[config.mk]
export PLATFORM = sky130hd
export DESIGN_NAME = sd_spi_card_engine_flat
export DESIGN_NICKNAME = d
export VERILOG_FILES = /design/src/rtl/sdspi_pkg.sv /design/src/rtl/sdspi_ifs.sv /design/src/rtl/sd_spi_card_engine.sv /design/src/flat_wrapper.sv
export SDC_FILE = /design/constraint.sdc
export NUM_CORES = 1
export LEC_CHECK = 0
export BUFFER_PORTS_ARGS = -buffer_cell sky130_fd_sc_hd__buf_2
export CORE_MARGIN = 8
export CORE_UTILIZATION = 65
export CTS_CLUSTER_SIZE = 24
export DETAILED_ROUTE_END_ITERATION = 6
export HOLD_SLACK_MARGIN = 0.12
export PLACE_DENSITY = 0.86
export SYNTH_ARGS = -nofsm -noshare
export SYNTH_HDL_FRONTEND = slang
export SYNTH_SLANG_ARGS = --single-unit
[constraint.sdc]
create_clock -name clk -period 8 [get_ports clk]
set_clock_uncertainty 0.1 [all_clocks]
set_input_delay 1.2 -clock clk [delete_from_list [all_inputs] [get_ports clk]]
set_output_delay 1.2 -clock clk [all_outputs]
set_load 0.01 [all_outputs]
[src/rtl/sdspi_pkg.sv]
`timescale 1ns / 1ps
// ----------------------------------------------------------------------------
// SD SPI engine package
// Shared codes, constants and types of the SD card SPI-mode host engine.
// ----------------------------------------------------------------------------
package sdspi_pkg;

	// Default sector length in bytes
	localparam int SD_SECTOR_BYTES = 512;

	// Request kinds
	localparam logic [1:0] KIND_RX   = 2'd0;
	localparam logic [1:0] KIND_INIT = 2'd1;
	localparam logic [1:0] KIND_READ = 2'd2;

	// Configuration register indexes
	localparam logic [2:0] CFG_IDLE_RETRIES   = 3'd0;
	localparam logic [2:0] CFG_READY_RETRIES  = 3'd1;
	localparam logic [2:0] CFG_TOKEN_POLLS    = 3'd2;
	localparam logic [2:0] CFG_RESPONSE_POLLS = 3'd3;
	localparam logic [2:0] CFG_WAKE_BYTES     = 3'd4;
	localparam logic [2:0] CFG_SLOW_DIVIDER   = 3'd5;
	localparam logic [2:0] CFG_FAST_DIVIDER   = 3'd6;

	localparam int CFG_INDEX_W = 3;
	localparam int CFG_DATA_W  = 12;

	// Configuration reset values
	localparam logic [7:0]  RST_IDLE_RETRIES   = 8'd20;
	localparam logic [11:0] RST_READY_RETRIES  = 12'd1500;
	localparam logic [11:0] RST_TOKEN_POLLS    = 12'd1000;
	localparam logic [7:0]  RST_RESPONSE_POLLS = 8'd8;
	localparam logic [7:0]  RST_WAKE_BYTES     = 8'd20;
	localparam logic [7:0]  RST_SLOW_DIVIDER   = 8'd255;
	localparam logic [7:0]  RST_FAST_DIVIDER   = 8'd0;

	// SD commands
	localparam logic [5:0] CMD_GO_IDLE   = 6'd0;
	localparam logic [5:0] CMD_IF_COND   = 6'd8;
	localparam logic [5:0] CMD_READ_ONE  = 6'd17;
	localparam logic [5:0] CMD_OP_COND   = 6'd41;
	localparam logic [5:0] CMD_APP       = 6'd55;
	localparam logic [5:0] CMD_READ_OCR  = 6'd58;

	localparam logic [7:0]  CMD_START     = 8'h40;
	localparam logic [7:0]  CRC_GO_IDLE   = 8'h95;
	localparam logic [7:0]  CRC_IF_COND   = 8'h87;
	localparam logic [31:0] ARG_IF_COND   = 32'h0000_01AA;
	localparam logic [11:0] ECHO_IF_COND  = 12'h1AA;
	localparam logic [31:0] ARG_HCS       = 32'h4000_0000;
	localparam int          OCR_CCS_BIT   = 30;
	localparam logic [7:0]  DATA_TOKEN    = 8'hFE;
	localparam logic [7:0]  IDLE_BYTE     = 8'hFF;
	localparam logic [7:0]  R1_IDLE       = 8'h01;
	localparam logic [7:0]  R1_READY      = 8'h00;
	localparam logic [2:0]  FRAME_LAST    = 3'd5;
	localparam logic [1:0]  R32_LAST      = 2'd3;

	// Completion status
	typedef enum logic [2:0] {
		ST_OK        = 3'd0,
		ST_IO_ERROR  = 3'd1,
		ST_TIMEOUT   = 3'd2,
		ST_NOT_HC    = 3'd3,
		ST_NOT_READY = 3'd4
	} status_t;

	// Engine phases
	typedef enum logic [7:0] {
		PH_IDLE  = 8'b0000_0001,
		PH_WAKE  = 8'b0000_0010,
		PH_CMD   = 8'b0000_0100,
		PH_RESP  = 8'b0000_1000,
		PH_R32   = 8'b0001_0000,
		PH_TOKEN = 8'b0010_0000,
		PH_DATA  = 8'b0100_0000,
		PH_CRC   = 8'b1000_0000
	} phase_t;

	// Result item as held in the output register
	typedef struct packed {
		logic       transfer;
		logic [7:0] tx_byte;
		logic       chip_select;
		logic [7:0] clock_divider;
		logic       data_valid;
		logic [7:0] data_byte;
		logic       done_res;
		logic [2:0] status;
	} result_t;

	// Byte k of a six-byte command frame
	function automatic logic [7:0] frame_byte(
		input logic [2:0]  k,
		input logic [5:0]  cmd,
		input logic [31:0] arg
	);
		logic [7:0] b;
		case (k)
			3'd0:    b = CMD_START | {2'b00, cmd};
			3'd1:    b = arg[31:24];
			3'd2:    b = arg[23:16];
			3'd3:    b = arg[15:8];
			3'd4:    b = arg[7:0];
			default: begin
				if (cmd == CMD_GO_IDLE) b = CRC_GO_IDLE;
				else if (cmd == CMD_IF_COND) b = CRC_IF_COND;
				else b = IDLE_BYTE;
			end
		endcase
		return b;
	endfunction

endpackage

[src/rtl/sdspi_ifs.sv]
`timescale 1ns / 1ps
// ----------------------------------------------------------------------------
// SD SPI engine channels
// Request and result channels with valid/ready handshake.
// ----------------------------------------------------------------------------
interface sdspi_req_if;
	logic        valid;
	logic        ready;
	logic [1:0]  kind;
	logic [31:0] sector_address;
	logic [7:0]  rx_byte;

	modport source (output valid, kind, sector_address, rx_byte, input ready);
	modport sink   (input valid, kind, sector_address, rx_byte, output ready);
endinterface

interface sdspi_res_if;
	logic       valid;
	logic       ready;
	logic       transfer;
	logic [7:0] tx_byte;
	logic       chip_select;
	logic [7:0] clock_divider;
	logic       data_valid;
	logic [7:0] data_byte;
	logic       done_res;
	logic [2:0] status;

	modport source (output valid, transfer, tx_byte, chip_select, clock_divider,
		data_valid, data_byte, done_res, status, input ready);
	modport sink   (input valid, transfer, tx_byte, chip_select, clock_divider,
		data_valid, data_byte, done_res, status, output ready);
endinterface

[src/rtl/sd_spi_card_engine.sv]
`timescale 1ns / 1ps
// ----------------------------------------------------------------------------
// SD card SPI-mode host engine
// Card init sequence and single-block read, one SPI byte per item.
// ----------------------------------------------------------------------------
// Usage:
//   req carries one item per SPI byte: a start-init request, a read request
//   with its block address, or the byte received for the transfer that the
//   previous result asked for. res returns exactly one result per item: the
//   next byte to send (if any), chip select, clock divider, an optional sector
//   data byte and a completion flag with status.
//   Every item is decoded combinationally against the engine state and its
//   result is captured in the output register, so it appears in the cycle
//   after the item is taken; one item is taken per cycle while res is free
//   or being drained. If res stalls, the output register holds its result and
//   req.ready drops until the result is taken.
//   Reset leaves the engine idle, the card unselected, the slow divider in use
//   and all configuration registers at their defaults. Configuration writes
//   go through cfg_write/cfg_index/cfg_data and take effect at the next edge;
//   issue them only while no item is in flight.
// ----------------------------------------------------------------------------
module sd_spi_card_engine
	import sdspi_pkg::*;
#(
	parameter int SECTOR_BYTES = SD_SECTOR_BYTES
) (
	input  logic                   clk,
	input  logic                   arst_n,
	input  logic                   cfg_write,
	input  logic [CFG_INDEX_W-1:0] cfg_index,
	input  logic [CFG_DATA_W-1:0]  cfg_data,
	sdspi_req_if.sink              req,
	sdspi_res_if.source            res
);

	localparam int CountW = $clog2(SECTOR_BYTES + 1);

	// Configuration registers
	logic [7:0]  idle_retries_q, response_polls_q, wake_bytes_q;
	logic [7:0]  slow_divider_q, fast_divider_q;
	logic [11:0] ready_retries_q, token_polls_q;

	// Engine state
	phase_t            phase_q, phase_d;
	logic [CountW-1:0] byte_count_q, byte_count_d;
	logic [11:0]       retry_count_q, retry_count_d;
	logic [11:0]       poll_count_q, poll_count_d;
	logic [5:0]        command_q, command_d;
	logic [31:0]       argument_q, argument_d;
	logic [31:0]       response_q, response_d;
	logic              card_ready_q, card_ready_d;
	logic              select_q, select_d;
	logic [7:0]        divider_q, divider_d;

	// Output register
	result_t res_q, res_d;
	logic    res_valid_q;
	logic    accept;

	// Next-step helpers
	logic              start_cmd, start_r32, init_fail, finish;
	logic [5:0]        sc_cmd;
	logic [31:0]       sc_arg;
	status_t           fin_st;
	logic [CountW-1:0] bc_inc;
	logic [11:0]       retry_inc, poll_inc;
	logic [31:0]       r32_word;

	assign accept    = req.valid & req.ready;
	assign req.ready = ~res_valid_q | res.ready;

	assign bc_inc    = byte_count_q + CountW'(1);
	assign retry_inc = retry_count_q + 12'd1;
	assign poll_inc  = poll_count_q + 12'd1;
	assign r32_word  = {response_q[23:0], req.rx_byte};

	// Write configuration registers
	always_ff @(posedge clk or negedge arst_n) begin
		if (!arst_n) begin
			idle_retries_q   <= RST_IDLE_RETRIES;
			ready_retries_q  <= RST_READY_RETRIES;
			token_polls_q    <= RST_TOKEN_POLLS;
			response_polls_q <= RST_RESPONSE_POLLS;
			wake_bytes_q     <= RST_WAKE_BYTES;
			slow_divider_q   <= RST_SLOW_DIVIDER;
			fast_divider_q   <= RST_FAST_DIVIDER;
		end else if (cfg_write) begin
			unique case (cfg_index)
				CFG_IDLE_RETRIES:   idle_retries_q   <= cfg_data[7:0];
				CFG_READY_RETRIES:  ready_retries_q  <= cfg_data;
				CFG_TOKEN_POLLS:    token_polls_q    <= cfg_data;
				CFG_RESPONSE_POLLS: response_polls_q <= cfg_data[7:0];
				CFG_WAKE_BYTES:     wake_bytes_q     <= cfg_data[7:0];
				CFG_SLOW_DIVIDER:   slow_divider_q   <= cfg_data[7:0];
				CFG_FAST_DIVIDER:   fast_divider_q   <= cfg_data[7:0];
				default: ;
			endcase
		end
	end

	// Decode one item against the engine state
	always_comb begin
		phase_d      = phase_q;
		byte_count_d = byte_count_q;
		retry_count_d = retry_count_q;
		poll_count_d = poll_count_q;
		command_d    = command_q;
		argument_d   = argument_q;
		response_d   = response_q;
		card_ready_d = card_ready_q;
		select_d     = select_q;
		divider_d    = divider_q;

		start_cmd = 1'b0;
		start_r32 = 1'b0;
		init_fail = 1'b0;
		finish    = 1'b0;
		sc_cmd    = CMD_GO_IDLE;
		sc_arg    = '0;
		fin_st    = ST_OK;

		res_d.transfer   = 1'b0;
		res_d.tx_byte    = IDLE_BYTE;
		res_d.data_valid = 1'b0;
		res_d.data_byte  = 8'h00;
		res_d.done_res   = 1'b0;
		res_d.status     = ST_OK;

		case (req.kind)
			KIND_INIT: begin
				divider_d    = slow_divider_q;
				select_d     = 1'b0;
				card_ready_d = 1'b0;
				byte_count_d = '0;
				phase_d      = PH_WAKE;
				res_d.transfer = 1'b1;
			end
			KIND_READ: begin
				if (!card_ready_q) begin
					finish = 1'b1;
					fin_st = ST_NOT_READY;
				end else begin
					start_cmd = 1'b1;
					sc_cmd    = CMD_READ_ONE;
					sc_arg    = req.sector_address;
				end
			end
			KIND_RX: begin
				unique case (phase_q)
					PH_WAKE: begin
						byte_count_d = bc_inc;
						if (bc_inc >= CountW'(wake_bytes_q)) begin
							select_d      = 1'b1;
							retry_count_d = '0;
							start_cmd     = 1'b1;
						end else begin
							res_d.transfer = 1'b1;
						end
					end
					PH_CMD: begin
						byte_count_d = bc_inc;
						if (bc_inc <= CountW'(FRAME_LAST)) begin
							res_d.transfer = 1'b1;
							res_d.tx_byte  = frame_byte(bc_inc[2:0], command_q, argument_q);
						end else begin
							phase_d        = PH_RESP;
							poll_count_d   = '0;
							res_d.transfer = 1'b1;
						end
					end
					PH_RESP: begin
						poll_count_d = poll_inc;
						if (!req.rx_byte[7] || poll_inc >= {4'd0, response_polls_q}) begin
							// Act on the R1 of the command in flight
							case (command_q)
								CMD_GO_IDLE: begin
									if (req.rx_byte == R1_IDLE) begin
										retry_count_d = '0;
										start_cmd     = 1'b1;
										sc_cmd        = CMD_IF_COND;
										sc_arg        = ARG_IF_COND;
									end else begin
										retry_count_d = retry_inc;
										if (retry_inc >= {4'd0, idle_retries_q}) begin
											init_fail = 1'b1;
											fin_st    = ST_IO_ERROR;
										end else begin
											start_cmd = 1'b1;
										end
									end
								end
								CMD_IF_COND: begin
									if (req.rx_byte != R1_IDLE) begin
										init_fail = 1'b1;
										fin_st    = ST_IO_ERROR;
									end else begin
										start_r32 = 1'b1;
									end
								end
								CMD_APP: begin
									if (req.rx_byte != R1_IDLE) begin
										init_fail = 1'b1;
										fin_st    = ST_IO_ERROR;
									end else begin
										start_cmd = 1'b1;
										sc_cmd    = CMD_OP_COND;
										sc_arg    = ARG_HCS;
									end
								end
								CMD_OP_COND: begin
									if (req.rx_byte == R1_READY) begin
										start_cmd = 1'b1;
										sc_cmd    = CMD_READ_OCR;
									end else if (req.rx_byte != R1_IDLE) begin
										init_fail = 1'b1;
										fin_st    = ST_IO_ERROR;
									end else begin
										retry_count_d = retry_inc;
										if (retry_inc >= ready_retries_q) begin
											init_fail = 1'b1;
											fin_st    = ST_TIMEOUT;
										end else begin
											start_cmd = 1'b1;
											sc_cmd    = CMD_APP;
										end
									end
								end
								CMD_READ_OCR: begin
									start_r32 = 1'b1;
								end
								CMD_READ_ONE: begin
									if (req.rx_byte != R1_READY) begin
										finish = 1'b1;
										fin_st = ST_IO_ERROR;
									end else begin
										phase_d        = PH_TOKEN;
										poll_count_d   = '0;
										res_d.transfer = 1'b1;
									end
								end
								default: begin
									finish = 1'b1;
									fin_st = ST_IO_ERROR;
								end
							endcase
						end else begin
							res_d.transfer = 1'b1;
						end
					end
					PH_R32: begin
						response_d   = r32_word;
						byte_count_d = bc_inc;
						if (bc_inc <= CountW'(R32_LAST)) begin
							res_d.transfer = 1'b1;
						end else if (command_q == CMD_IF_COND) begin
							if (r32_word[11:0] != ECHO_IF_COND) begin
								init_fail = 1'b1;
								fin_st    = ST_IO_ERROR;
							end else begin
								retry_count_d = '0;
								start_cmd     = 1'b1;
								sc_cmd        = CMD_APP;
							end
						end else if (!r32_word[OCR_CCS_BIT]) begin
							init_fail = 1'b1;
							fin_st    = ST_NOT_HC;
						end else begin
							divider_d    = fast_divider_q;
							card_ready_d = 1'b1;
							finish       = 1'b1;
						end
					end
					PH_TOKEN: begin
						poll_count_d = poll_inc;
						if (req.rx_byte == DATA_TOKEN) begin
							phase_d        = PH_DATA;
							byte_count_d   = '0;
							res_d.transfer = 1'b1;
						end else if (poll_inc >= token_polls_q) begin
							finish = 1'b1;
							fin_st = ST_IO_ERROR;
						end else begin
							res_d.transfer = 1'b1;
						end
					end
					PH_DATA: begin
						res_d.data_valid = 1'b1;
						res_d.data_byte  = req.rx_byte;
						res_d.transfer   = 1'b1;
						byte_count_d     = bc_inc;
						if (bc_inc >= CountW'(SECTOR_BYTES)) begin
							phase_d      = PH_CRC;
							byte_count_d = '0;
						end
					end
					PH_CRC: begin
						byte_count_d = bc_inc;
						if (bc_inc >= CountW'(2)) finish = 1'b1;
						else res_d.transfer = 1'b1;
					end
					default: ;
				endcase
			end
			default: ;
		endcase

		// Launch a command frame
		if (start_cmd) begin
			command_d      = sc_cmd;
			argument_d     = sc_arg;
			byte_count_d   = '0;
			phase_d        = PH_CMD;
			res_d.transfer = 1'b1;
			res_d.tx_byte  = CMD_START | {2'b00, sc_cmd};
		end
		// Collect a four-byte response trailer
		if (start_r32) begin
			phase_d        = PH_R32;
			byte_count_d   = '0;
			response_d     = '0;
			res_d.transfer = 1'b1;
		end
		// Drop the card on init failure
		if (init_fail) begin
			select_d     = 1'b0;
			divider_d    = slow_divider_q;
			card_ready_d = 1'b0;
		end
		if (finish || init_fail) begin
			phase_d        = PH_IDLE;
			res_d.done_res = 1'b1;
			res_d.status   = fin_st;
		end

		res_d.chip_select   = select_d;
		res_d.clock_divider = divider_d;
	end

	// Advance engine state on each accepted item
	always_ff @(posedge clk or negedge arst_n) begin
		if (!arst_n) begin
			phase_q       <= PH_IDLE;
			byte_count_q  <= '0;
			retry_count_q <= '0;
			poll_count_q  <= '0;
			command_q     <= '0;
			argument_q    <= '0;
			response_q    <= '0;
			card_ready_q  <= 1'b0;
			select_q      <= 1'b0;
			divider_q     <= RST_SLOW_DIVIDER;
		end else if (accept) begin
			phase_q       <= phase_d;
			byte_count_q  <= byte_count_d;
			retry_count_q <= retry_count_d;
			poll_count_q  <= poll_count_d;
			command_q     <= command_d;
			argument_q    <= argument_d;
			response_q    <= response_d;
			card_ready_q  <= card_ready_d;
			select_q      <= select_d;
			divider_q     <= divider_d;
		end
	end

	// Hold the result until the receiver takes it
	always_ff @(posedge clk or negedge arst_n) begin
		if (!arst_n) begin
			res_valid_q <= 1'b0;
		end else if (accept) begin
			res_valid_q <= 1'b1;
		end else if (res.ready) begin
			res_valid_q <= 1'b0;
		end
	end

	always_ff @(posedge clk) begin
		if (accept) res_q <= res_d;
	end

	assign res.valid         = res_valid_q;
	assign res.transfer      = res_q.transfer;
	assign res.tx_byte       = res_q.tx_byte;
	assign res.chip_select   = res_q.chip_select;
	assign res.clock_divider = res_q.clock_divider;
	assign res.data_valid    = res_q.data_valid;
	assign res.data_byte     = res_q.data_byte;
	assign res.done_res      = res_q.done_res;
	assign res.status        = res_q.status;

endmodule
[src/flat_wrapper.sv]
// flat-port wrapper written by rule: the top's interface ports become plain ports
module sd_spi_card_engine_flat import sdspi_pkg::*;
#(
	parameter int SECTOR_BYTES = SD_SECTOR_BYTES
)
  (clk, arst_n, cfg_write, cfg_index, cfg_data, req_valid, req_kind, req_sector_address, req_rx_byte, req_ready, res_valid, res_transfer, res_tx_byte, res_chip_select, res_clock_divider, res_data_valid, res_data_byte, res_done_res, res_status, res_ready);
  sdspi_req_if req_i ();
  sdspi_res_if res_i ();
  input  logic clk;
  input  logic arst_n;
  input  logic cfg_write;
  input  logic [CFG_INDEX_W-1:0] cfg_index;
  input  logic [CFG_DATA_W-1:0] cfg_data;
  input wire logic [$bits(req_i.valid)-1:0] req_valid;
  input wire logic [$bits(req_i.kind)-1:0] req_kind;
  input wire logic [$bits(req_i.sector_address)-1:0] req_sector_address;
  input wire logic [$bits(req_i.rx_byte)-1:0] req_rx_byte;
  output wire logic [$bits(req_i.ready)-1:0] req_ready;
  output wire logic [$bits(res_i.valid)-1:0] res_valid;
  output wire logic [$bits(res_i.transfer)-1:0] res_transfer;
  output wire logic [$bits(res_i.tx_byte)-1:0] res_tx_byte;
  output wire logic [$bits(res_i.chip_select)-1:0] res_chip_select;
  output wire logic [$bits(res_i.clock_divider)-1:0] res_clock_divider;
  output wire logic [$bits(res_i.data_valid)-1:0] res_data_valid;
  output wire logic [$bits(res_i.data_byte)-1:0] res_data_byte;
  output wire logic [$bits(res_i.done_res)-1:0] res_done_res;
  output wire logic [$bits(res_i.status)-1:0] res_status;
  input wire logic [$bits(res_i.ready)-1:0] res_ready;
  assign req_i.valid = req_valid;
  assign req_i.kind = req_kind;
  assign req_i.sector_address = req_sector_address;
  assign req_i.rx_byte = req_rx_byte;
  assign req_ready = req_i.ready;
  assign res_valid = res_i.valid;
  assign res_transfer = res_i.transfer;
  assign res_tx_byte = res_i.tx_byte;
  assign res_chip_select = res_i.chip_select;
  assign res_clock_divider = res_i.clock_divider;
  assign res_data_valid = res_i.data_valid;
  assign res_data_byte = res_i.data_byte;
  assign res_done_res = res_i.done_res;
  assign res_status = res_i.status;
  assign res_i.ready = res_ready;
  sd_spi_card_engine #(.SECTOR_BYTES(SECTOR_BYTES)) u_core (.clk(clk), .arst_n(arst_n), .cfg_write(cfg_write), .cfg_index(cfg_index), .cfg_data(cfg_data), .req(req_i), .res(res_i));
endmodule
### Word-level counts from Yosys, hierarchy flattened

Cells that the tools add are included.

* reduce and logical (&&, ||, !) cells: 38
* add/subtract/negate cells: 3
* equal/unequal tests: 50
* mux-type cells: 155
* magnitude comparators: 9
* bitwise gates (word level): 6

Operators with widths (count)
* 12-bit two-way mux: 12
* 8-bit two-way mux: 17
* 32-bit one-hot mux with 2 select lines: 2
* 32-bit two-way mux: 3
* 12-bit one-hot mux with 3 select lines: 2
* 23-bit two-way mux: 3
* 1-bit two-way mux: 59
* 6-bit two-way mux: 9
* 10-bit two-way mux: 4
* 8-bit one-hot mux with 5 select lines: 1
* 8-bit one-hot mux with 2 select lines: 2
* 8-bit one-hot mux with 4 select lines: 1
* 31-bit two-way mux: 1
* 10-bit one-hot mux with 3 select lines: 1
* 12-bit by 1-bit adder with 12-bit output (second input constant): 2
* 12-bit greater-or-equal comparator: 2
* 12-bit by 8-bit greater-or-equal comparator with 1-bit output: 2
* 3-bit two-way mux: 8
* 12-bit one-hot mux with 2 select lines: 1
* 6-bit one-hot mux with 2 select lines: 2
* 10-bit one-hot mux with 2 select lines: 1
* 6-bit == test (second input constant): 3
* 9-bit two-way mux: 2
* 6-bit by 2-bit != test with 1-bit output (second input constant): 3
* 67 further kinds: 118

* register bits: 209
* input port bits: 62
* output and inout bits: 33
* logic and storage cells: 289

### Longest topological paths before layout

Gate-level depths: netlist (run 1).

* depth in word-level cells: 12
* mapped depth: 16
* gate-level depth less buffers: 15

### Worst setup path before layout (run 1)

OpenSTA, ideal clock, no wires.

* path type: reg-to-reg
* start point: register u_core.retry_count_q[2]
* end point: register u_core.phase_q[1]
* data required time: 7.775 ns
* setup slack: 4.176 ns
* buffers on the path: 0
* data arrival time: 3.599 ns
* clock period less this slack: 3.824 ns
* setup time: 0.125 ns
* cell stages (with the launch flop): 15
* cells stage by stage: dfrtp_1 nand3_2 nor3_1 and3_1 xor2_1 ha_1 or3b_1 or4_1 o211ai_2 a31oi_4 a211oi_4 a31oi_2 nand2b_4 o31a_4 mux2_4

* cells in the longest elaborated chain, start to end: 12

RTL lines
* from (decl): RTL line sd_spi_card_engine.sv:46 `logic [11:0] retry_count_q, retry_count_d;`
* from (signal assigned): RTL line sd_spi_card_engine.sv:355 `retry_count_q <= retry_count_d;`
* 12-bit by 1-bit adder with 12-bit output (*): RTL line sd_spi_card_engine.sv:73 `assign retry_inc = retry_count_q + 12'd1;`
* 12-bit greater-or-equal comparator: RTL line sd_spi_card_engine.sv:219 `if (retry_inc >= ready_retries_q) begin`
* 1-bit two-way mux: RTL line sd_spi_card_engine.sv:219
* 1-bit two-way mux: RTL line sd_spi_card_engine.sv:214 `end else if (req.rx_byte != R1_IDLE) begin`
* 1-bit two-way mux: RTL line sd_spi_card_engine.sv:211 `if (req.rx_byte == R1_READY) begin`
* 1-bit one-hot mux with 3 select lines: RTL line sd_spi_card_engine.sv:175 `case (command_q)`
* 1-bit two-way mux: RTL line sd_spi_card_engine.sv:173 `if (!req.rx_byte[7] || poll_inc >= {4'd0, response_polls_q}) begin`
* 1-bit one-hot mux with 2 select lines / 1-bit one-hot mux with 3 select lines (equally long branches): RTL line sd_spi_card_engine.sv:149 `unique case (phase_q)`
* 1-bit two-way mux / 1-bit one-hot mux with 2 select lines (equally long branches): RTL line sd_spi_card_engine.sv:129 `case (req.kind)`
* 1-bit logical OR / 8-bit two-way mux (equally long branches): RTL line sd_spi_card_engine.sv:329, sd_spi_card_engine.sv:308
* 8-bit by 5-bit != test with 1-bit output (no source line) (tied with other cells)
* 9-bit AND reduction (no source line) / 8-bit two-way mux (equally long branches)
* to (signal assigned): RTL line sd_spi_card_engine.sv:353 `phase_q <= phase_d;`
* to (decl): RTL line sd_spi_card_engine.sv:44 `phase_t phase_q, phase_d;`

Mark *: on every way between the ends. The rest lies on a longest branch, timed or not.
A chain may end at the register's enable or synchronous reset.

### Worst setup path after layout (run 1)

* start point: register u_core.poll_count_q[0]
* end point: register u_core.byte_count_q[3]

* cells in the longest elaborated chain, start to end: 8

RTL lines
* from (decl): RTL line sd_spi_card_engine.sv:47 `logic [11:0] poll_count_q, poll_count_d;`
* from (signal assigned): RTL line sd_spi_card_engine.sv:356 `poll_count_q <= poll_count_d;`
* 12-bit by 1-bit adder with 12-bit output (*): RTL line sd_spi_card_engine.sv:74 `assign poll_inc = poll_count_q + 12'd1;`
* 12-bit by 8-bit greater-or-equal comparator with 1-bit output (*): RTL line sd_spi_card_engine.sv:173
* 1-bit logical OR (*): RTL line sd_spi_card_engine.sv:173
* 1-bit two-way mux: RTL line sd_spi_card_engine.sv:173
* 1-bit one-hot mux with 3 select lines / 1-bit two-way mux (equally long branches): RTL line sd_spi_card_engine.sv:149
* 1-bit one-hot mux with 2 select lines / 1-bit two-way mux (equally long branches): RTL line sd_spi_card_engine.sv:129
* 6-bit by 4-bit != test with 1-bit output (no source line) (tied with other cells)
* 4-bit AND reduction (no source line) / 10-bit two-way mux (equally long branches)
* to (signal assigned): RTL line sd_spi_card_engine.sv:354 `byte_count_q <= byte_count_d;`
* to (decl): RTL line sd_spi_card_engine.sv:45 `logic [CountW-1:0] byte_count_q, byte_count_d;`

Marked as above.

==> impl_metrics.yaml, run 1 <==
timing:
  final-setup-viol-count: 0
  fmax_mhz: 194.2
  slew_violations: 0
  fin_ws_ps: 2851
  finalSetupTns_ps: 0
  rsz0062_at_grt: "no"
  period_share: 0.6436
  slew_headroom: 0.1006
  worst_slew_pin_slew_ps: 1338
  final_hold_viol_count: 0
  fin_crit_ps: 5149
power_and_ir_drop:
  p_comb_frac: 0.158
  total_power_mw: 2.369
  switching_power_mw: 0.6433
  power.density_nw_per_um2: 198.3
  cellLeakagePower_nw: 5.267
  netSwitchingFraction: 0.2716
  power_frac_clock: 0.348
  vdd_drop_max_v: 0.0001627
  power_frac_seq: 0.495
  p_int_mw: 1.725
synthesis:
  syn_nets: 1198
  yosysWarningCount: 0
  syn_inst: 1081
  ys_async_sr_fraction: 0.8394
  synth_cell_types: 88
  syn_avg_cell_area_um2: 9.951
  synth_enable_flop_cells: 31
  ys_ff_latch: 193
  syn-cell-area_um2: 10760
  synth_ff_type: "dfrtp_1"
  seq_area_frac_synth: 0.4675
global_route:
  antenna_found_initial: 0
  grt_usage: 0.2733
  grt-ovfl-total: 0
  grt_first_pass_wirelength_um: 44300
  grt_pass1_vias: 8649
  grt_start_max_net_pins: 99
detailed_routing:
  first_iter_violations: 1177
  antenna_left: 0
  vias_per_cell: 6.431
  first_pass_iters: 7
  wirelength_um: 27310
  vias: 8933
  wl_per_cell_um: 19.66
  drc: 0
flow_run:
  max-cap-violations: 0
floorplanning:
  initial_core_util: 0.6556
  die-area_um2: 20920
  die_h_um: 144.6
  core_um2: 16410
  die_x_um: 144.6
  rows: 47
  io_pins: 95
hold_path:
  holdCritPathClass: "register to register"
layout:
  num_antenna_cells: 0
  multi_input_area_um2: 5308
  drive_gt1_frac: 0.1933
  instances_no_fill: 1389
  utilization: 0.7281
  regArea_um2: 5029
  fill_cells: 1164
  syn_to_final_growth_pct: 11.05
  final_nets: 1273
placed_design:
  post-dp-hpwl_um: 19230
  dp.cells: 1357
  port_buffers: 94
  gp_congestion: 0.9919
  pre_cts_ws_ps: 3095
cts:
  htreeDepth: 4
  cts_setup_buffers: 0
  insertion_delay_ps: 440
  cts.sinks: 193
  clockBufferDepth: 2
  cts_buffers: 17
  path_clk_slew_ps: 70
  holdBufCountCts: 0
  root_buffer: "clkbuf_16"
  post_cts_resized: 0
  cts_tree: "yes"
critical_path:
  path_max_fanout: 15
  critPathRequiredTime_ps: 8230
  worstPathArrival_ps: 5380
  critPathLaunchType: "register"
  worstSetupEndpointType: "register"
  crit_type: "register to register"
status:
  status: "complete, no violations"
flip-flops by register name, summed over array words and instances, names as in the netlist, 3 cells and up:
| signal | count |
|---|---|
| u_core.response_polls_q | 8 |
| u_core.wake_bytes_q | 8 |
| u_core.token_polls_q | 12 |
| u_core.phase_q | 8 |
| u_core.retry_count_q | 12 |
| u_core.res.status | 3 |
| u_core.res.tx_byte | 8 |
| u_core.argument_q | 32 |
| u_core.ready_retries_q | 12 |
| u_core.divider_q | 8 |
| u_core.res.data_byte | 8 |
| u_core.slow_divider_q | 8 |
| u_core.poll_count_q | 12 |
| u_core.fast_divider_q | 8 |
| u_core.byte_count_q | 10 |
| u_core.command_q | 6 |
| u_core.res.clock_divider | 8 |
| u_core.idle_retries_q | 8 |
| u_core.response_q | 7 |
final timing paths:
path | from | to | slack (ps) | cells after the start
min in group asynchronous | arst_n | u_core.response_q[14] | 780 | 1
setup / recovery | u_core.poll_count_q[0] | u_core.byte_count_q[3] | 2850 | 14
hold / removal | u_core.response_q[2] | u_core.response_q[2] | 390 | 2
setup reg to reg | u_core.poll_count_q[0] | u_core.byte_count_q[3] | 2850 | 14
max in group asynchronous | arst_n | u_core.fast_divider_q[4] | 5640 | 2
hold reg to reg | u_core.response_q[2] | u_core.response_q[2] | 390 | 2
power by group through the flow:
| stage | sequential, mW | clock, mW | combinational, mW |
|---|---|---|---|
| CTS | 1.17 | 0.830 | 0.372 |
| global placement | 1.18 | 0 | 0.350 |
| finish | 1.17 | 0.824 | 0.373 |
| floorplan | 1.18 | 0 | 0.240 |
| global route | 1.18 | 0.873 | 0.420 |
| detailed placement | 1.19 | 0 | 0.363 |
metal layers:
| layer | share of wire | track usage | vias to the layer above | wire length (µm) |
|---|---|---|---|---|
| met4 | 0.031 | 0.1194 | 0 | 834 |
| li1 | - | - | 4131 | - |
| met2 | 0.46 | 0.4204 | 421 | 12620 |
| met5 | 0 | 0 | - | 0 |
| met3 | 0.078 | 0.05249 | 60 | 2137 |
| met1 | 0.43 | 0.3706 | 4321 | 11720 |
layout make-up:
type	count	area share
Timing Repair Buffer	102	0.04494
Inverter	63	0.01980
Clock inverter	7	0.006285
Multi-Input combinational cell	779	0.4443
Tap cell	220	0.02304
Clock buffer	25	0.04064
Sequential cell	193	0.4210
kinds of logic (layout without fill, tap and decap cells):
family                     count (synthesis)  in the layout  synth area share
and+or+nand+nor                          354            354            0.1688
AOI/OAI and AO/OA                        309            309            0.2005
DFF                                      193            193            0.4675
buffers and inverters                    109            197           0.04001
adders and majority gates                 55             55           0.06398
muxes                                     34             34           0.03594
xor gates and xnor gates                  27             27           0.02326
Yosys cell counts (7+ instances only):
library cell,number,area share
o21a_1,7,0.0049
buf_2,8,0.0037
nand4b_1,8,0.0065
xor2_1,13,0.011
nand4_1,11,0.0064
nor3_1,26,0.012
nor4_1,7,0.0041
a21oi_1,35,0.016
and3_1,12,0.0070
o31ai_1,8,0.0056
inv_1,61,0.021
xnor2_1,13,0.011
edfxtp_1,31,0.087
o21ai_0,110,0.051
nand2_1,121,0.042
and2_1,13,0.0076
nand3_1,39,0.018
nand2b_1,8,0.0047
dfstp_2,35,0.085
a21o_1,9,0.0063
and4_1,7,0.0057
a222oi_1,8,0.0074
dfrtp_1,127,0.30
clkbuf_1,33,0.012
a211oi_1,7,0.0049
a22o_1,59,0.048
ha_1,55,0.064
or3_1,9,0.0052
nor2_1,57,0.020
mux2_2,29,0.030
cells in the final DEF, fill, tap and decap left out, types with 9 or more instances in the layout:
cell,synthesis,final
xor2_1,13,13
o21ai_0,110,110
clkbuf_16,0,17
ha_1,55,55
mux2_2,29,29
dfrtp_1,127,127
and2_1,13,13
inv_1,61,61
dfstp_2,35,35
xnor2_1,13,13
nand3_1,39,39
or3_1,9,9
a22o_1,59,59
nor3_1,26,26
a21oi_1,35,35
nor2_1,57,57
a21o_1,9,9
edfxtp_1,31,31
buf_2,8,93
and3_1,12,12
nand2_1,121,121
nand4_1,11,11
metrics by stage:
stage / hold slack (ps) / cell area [µm²]
CTS: 384.5 / 11950
floorplan: 339.9 / 10760
global placement: 362.6 / 11380
detailed placement: 370.7 / 11380
global route: 414.7 / 11950
finish: 387.4 / 11950
worst max-delay path, stage by stage, from the launching register on:
cell and delay (ps):
dfrtp_1 450, ha_1 300, nand2_1 100, nor2_1 130, xor2_1 270, ha_1 310
o21ai_0 160, nor2_1 60, a2111oi_0 600, o211ai_1 440, o2111ai_1 240, a31oi_2 320
o31ai_1 1180, o21ai_0 230, o31ai_1 130
No activity file was read; power rests on OpenSTA's default activity.
==> inputs of run 2 (changes only) <==
- ABC_AREA: unset -> 1
- CORE_UTILIZATION: 65 -> 61
- PLACE_DENSITY: 0.86 -> 0.81
- clock period: 8 -> 4.9 ns (I/O delays scaled with it)
==> run 2 against run 1 <==
Clock power up 66%. Setup slack worse by 1900 ps. Register-to-register slack got worse by 1900 ps. Area after synthesis up 3.6%. Flip-flop and latch count unchanged. Die area grew 9.2%. Cell area grew 3.6%. Power increased by 100%. Largest cell class unchanged. Highest routed layer unchanged.
==> impl_metrics.yaml, run 2 <==
cts:
  path_clk_slew_ps: 80
  root_buffer: "clkbuf_16"
  insertion_delay_ps: 440
  cts_tree: "yes"
  cts_buffers: 17
  cts_setup_buffers: 0
  cts.sinks: 193
  htreeDepth: 4
  clockBufferDepth: 2
  holdBufCountCts: 0
  post_cts_resized: 0
detailed_routing:
  vias_per_cell: 5.629
  drc: 0
  antenna_left: 0
  first_pass_iters: 6
  wl_per_cell_um: 16.40
  first_iter_violations: 847
  vias: 9767
  wirelength_um: 28450
critical_path:
  worstSetupEndpointType: "register"
  crit_type: "register to register"
  critPathLaunchType: "register"
  worstPathArrival_ps: 4150
  critPathRequiredTime_ps: 5120
  path_max_fanout: 39
global_route:
  grt_usage: 0.2552
  grt_pass1_vias: 9395
  grt-ovfl-total: 0
  antenna_found_initial: 0
  grt_first_pass_wirelength_um: 46370
  grt_start_max_net_pins: 84
timing:
  fmax_mhz: 254.5
  slew_headroom: 0.3116
  period_share: 0.8020
  holdWs_ps: 200.2
  finalSetupTns_ps: 0
  rsz0062_at_grt: "no"
  final-setup-viol-count: 0
  worst_slew_pin_slew_ps: 1029
  slew_violations: 0
  fin_crit_ps: 3930
  final_hold_viol_count: 0
layout:
  final_cell_mix: "nand2_1, inv_1, o21ai_0"
  final_cell_area_um2: 12370
  multi_input_area_um2: 5126
  syn_to_final_growth_pct: 11.04
  largest_register_ffs: 32
  final_nets: 1610
  final_common_cell: "nand2_1"
  fill_cells: 1478
  regArea_um2: 5029
  num_antenna_cells: 0
  drive_gt1_frac: 0.1501
  top_register: "u_core.argument_q"
flow_run:
  max-cap-violations: 0
synthesis:
  ys_ff_latch: 193
  synth_cell_types: 62
  syn-cell-area_um2: 11140
  syn_nets: 1522
  synth_ff_type: "dfrtp_1"
  seq_area_frac_synth: 0.4513
  yosys.area.top_type: "dfrtp_1"
  syn_inst: 1405
  ys_async_sr_fraction: 0.8394
  syn_avg_cell_area_um2: 7.931
  yosys-top-cells-count: "nand2_1, inv_1, o21ai_0"
  synth_enable_flop_cells: 31
  synth_area_leaders: "dfrtp_1, nand2_1, edfxtp_1, dfstp_2, inv_1"
  yosysMostFrequentCell: "nand2_1"
  yosysTopAreaCellShare: 0.2852
  yosysWarningCount: 0
placed_design:
  port_buffers: 94
  gp_congestion: 0.9810
  post-dp-hpwl_um: 21130
  placed_area_um2: 11800
power_and_ir_drop:
  cellLeakagePower_nw: 6.014
  power.density_nw_per_um2: 385.9
  vdd_drop_max_v: 0.0002597
floorplanning:
  io_pins: 95
  initial_core_util: 0.6203
  die_x_um: 151.2
  die-area_um2: 22850
  core_um2: 17960
  rows: 49
  die_h_um: 151.2
hold_path:
  holdCritPathClass: "input pin to asynchronous set/reset pin"
status:
  status: "complete, no violations"
run 2: worst paths after layout:
kind / startpoint / endpoint / slack [ps] / cells after the start
max in group asynchronous: arst_n / u_core.select_q / 3420 / 2
min in group clk: u_core.byte_count_q[8] / u_core.byte_count_q[8] / 370 / 2
min: arst_n / u_core.response_q[0] / 200 / 1
min reg2reg: u_core.byte_count_q[8] / u_core.byte_count_q[8] / 370 / 2
max reg2reg: u_core.retry_count_q[0] / u_core.argument_q[8] / 970 / 23
max: u_core.retry_count_q[0] / u_core.argument_q[8] / 970 / 23
run 2: logic make-up (layout without fill, tap and decap cells):
logic type               count (synthesis)  after routing  share of synthesized area
AO/OA/AOI/OAI                          273            273                     0.1361
adder cells (fa/ha/maj)                 55             55                    0.06176
buffers and inverters                  252            353                    0.08893
XOR/XNOR                                15             15                    0.01179
flip-flops                             193            193                     0.4513
AND/OR/NAND/NOR                        617            617                     0.2502
run 2: area by class of cell:
| cell class | count | share of cell area |
|---|---|---|
| inverters | 220 | 0.06704 |
| clock buffers | 18 | 0.03469 |
| clock inverters | 14 | 0.01163 |
| well taps | 229 | 0.02316 |
| repair buffers | 101 | 0.04277 |
| flip-flops and latches | 193 | 0.4064 |
| multi-input cells | 960 | 0.4143 |
run 2: report_power, final:
group | switching [mW] | internal (mW) | leakage (nW)
clock | 0.688 | 0.680 | 0.277
combinational | 0.807 | 0.437 | 3.47
sequential | 0.193 | 1.97 | 2.27
run 2: per-layer routing:
layer	GRT usage	vias up	routed length, µm
li1	-	4807	-
met1	0.3431	4543	12670
met2	0.4145	376	13180
met3	0.03884	41	2036
met4	0.08808	0	558
met5	0	-	0
run 2: worst max-delay path, cell delays in order (launching register included):
cell,delay [ps]
dfrtp_1,480
inv_1,80
nor2_1,280
nand2_1,110
xor2_1,190
inv_1,100
ha_1,320
a21oi_1,130
o21ai_0,100
nor2_1,120
nand2_1,50
nor2_1,80
nand2_1,130
a21oi_1,160
nand3_1,110
nand2_1,100
inv_1,50
nand3_2,80
a21oi_4,130
nor2_2,110
buf_4,340
inv_1,270
nand2_1,130
nand2_1,60
run 2: per-stage QoR:
| step | cells | total power [mW] | utilization | setup slack [ps] |
|---|---|---|---|---|
| CTS | 1735 | 4.767 | 0.6888 | 977.8 |
| floorplan | 1405 | 3.014 | - | 1647 |
| global placement | 1703 | 3.357 | 0.6569 | 1128 |
| finish | 1735 | 4.775 | 0.6888 | 970.4 |
| detailed placement | 1703 | 3.403 | 0.6569 | 997.8 |
| global route | 1735 | 5.081 | 0.6888 | 417.3 |
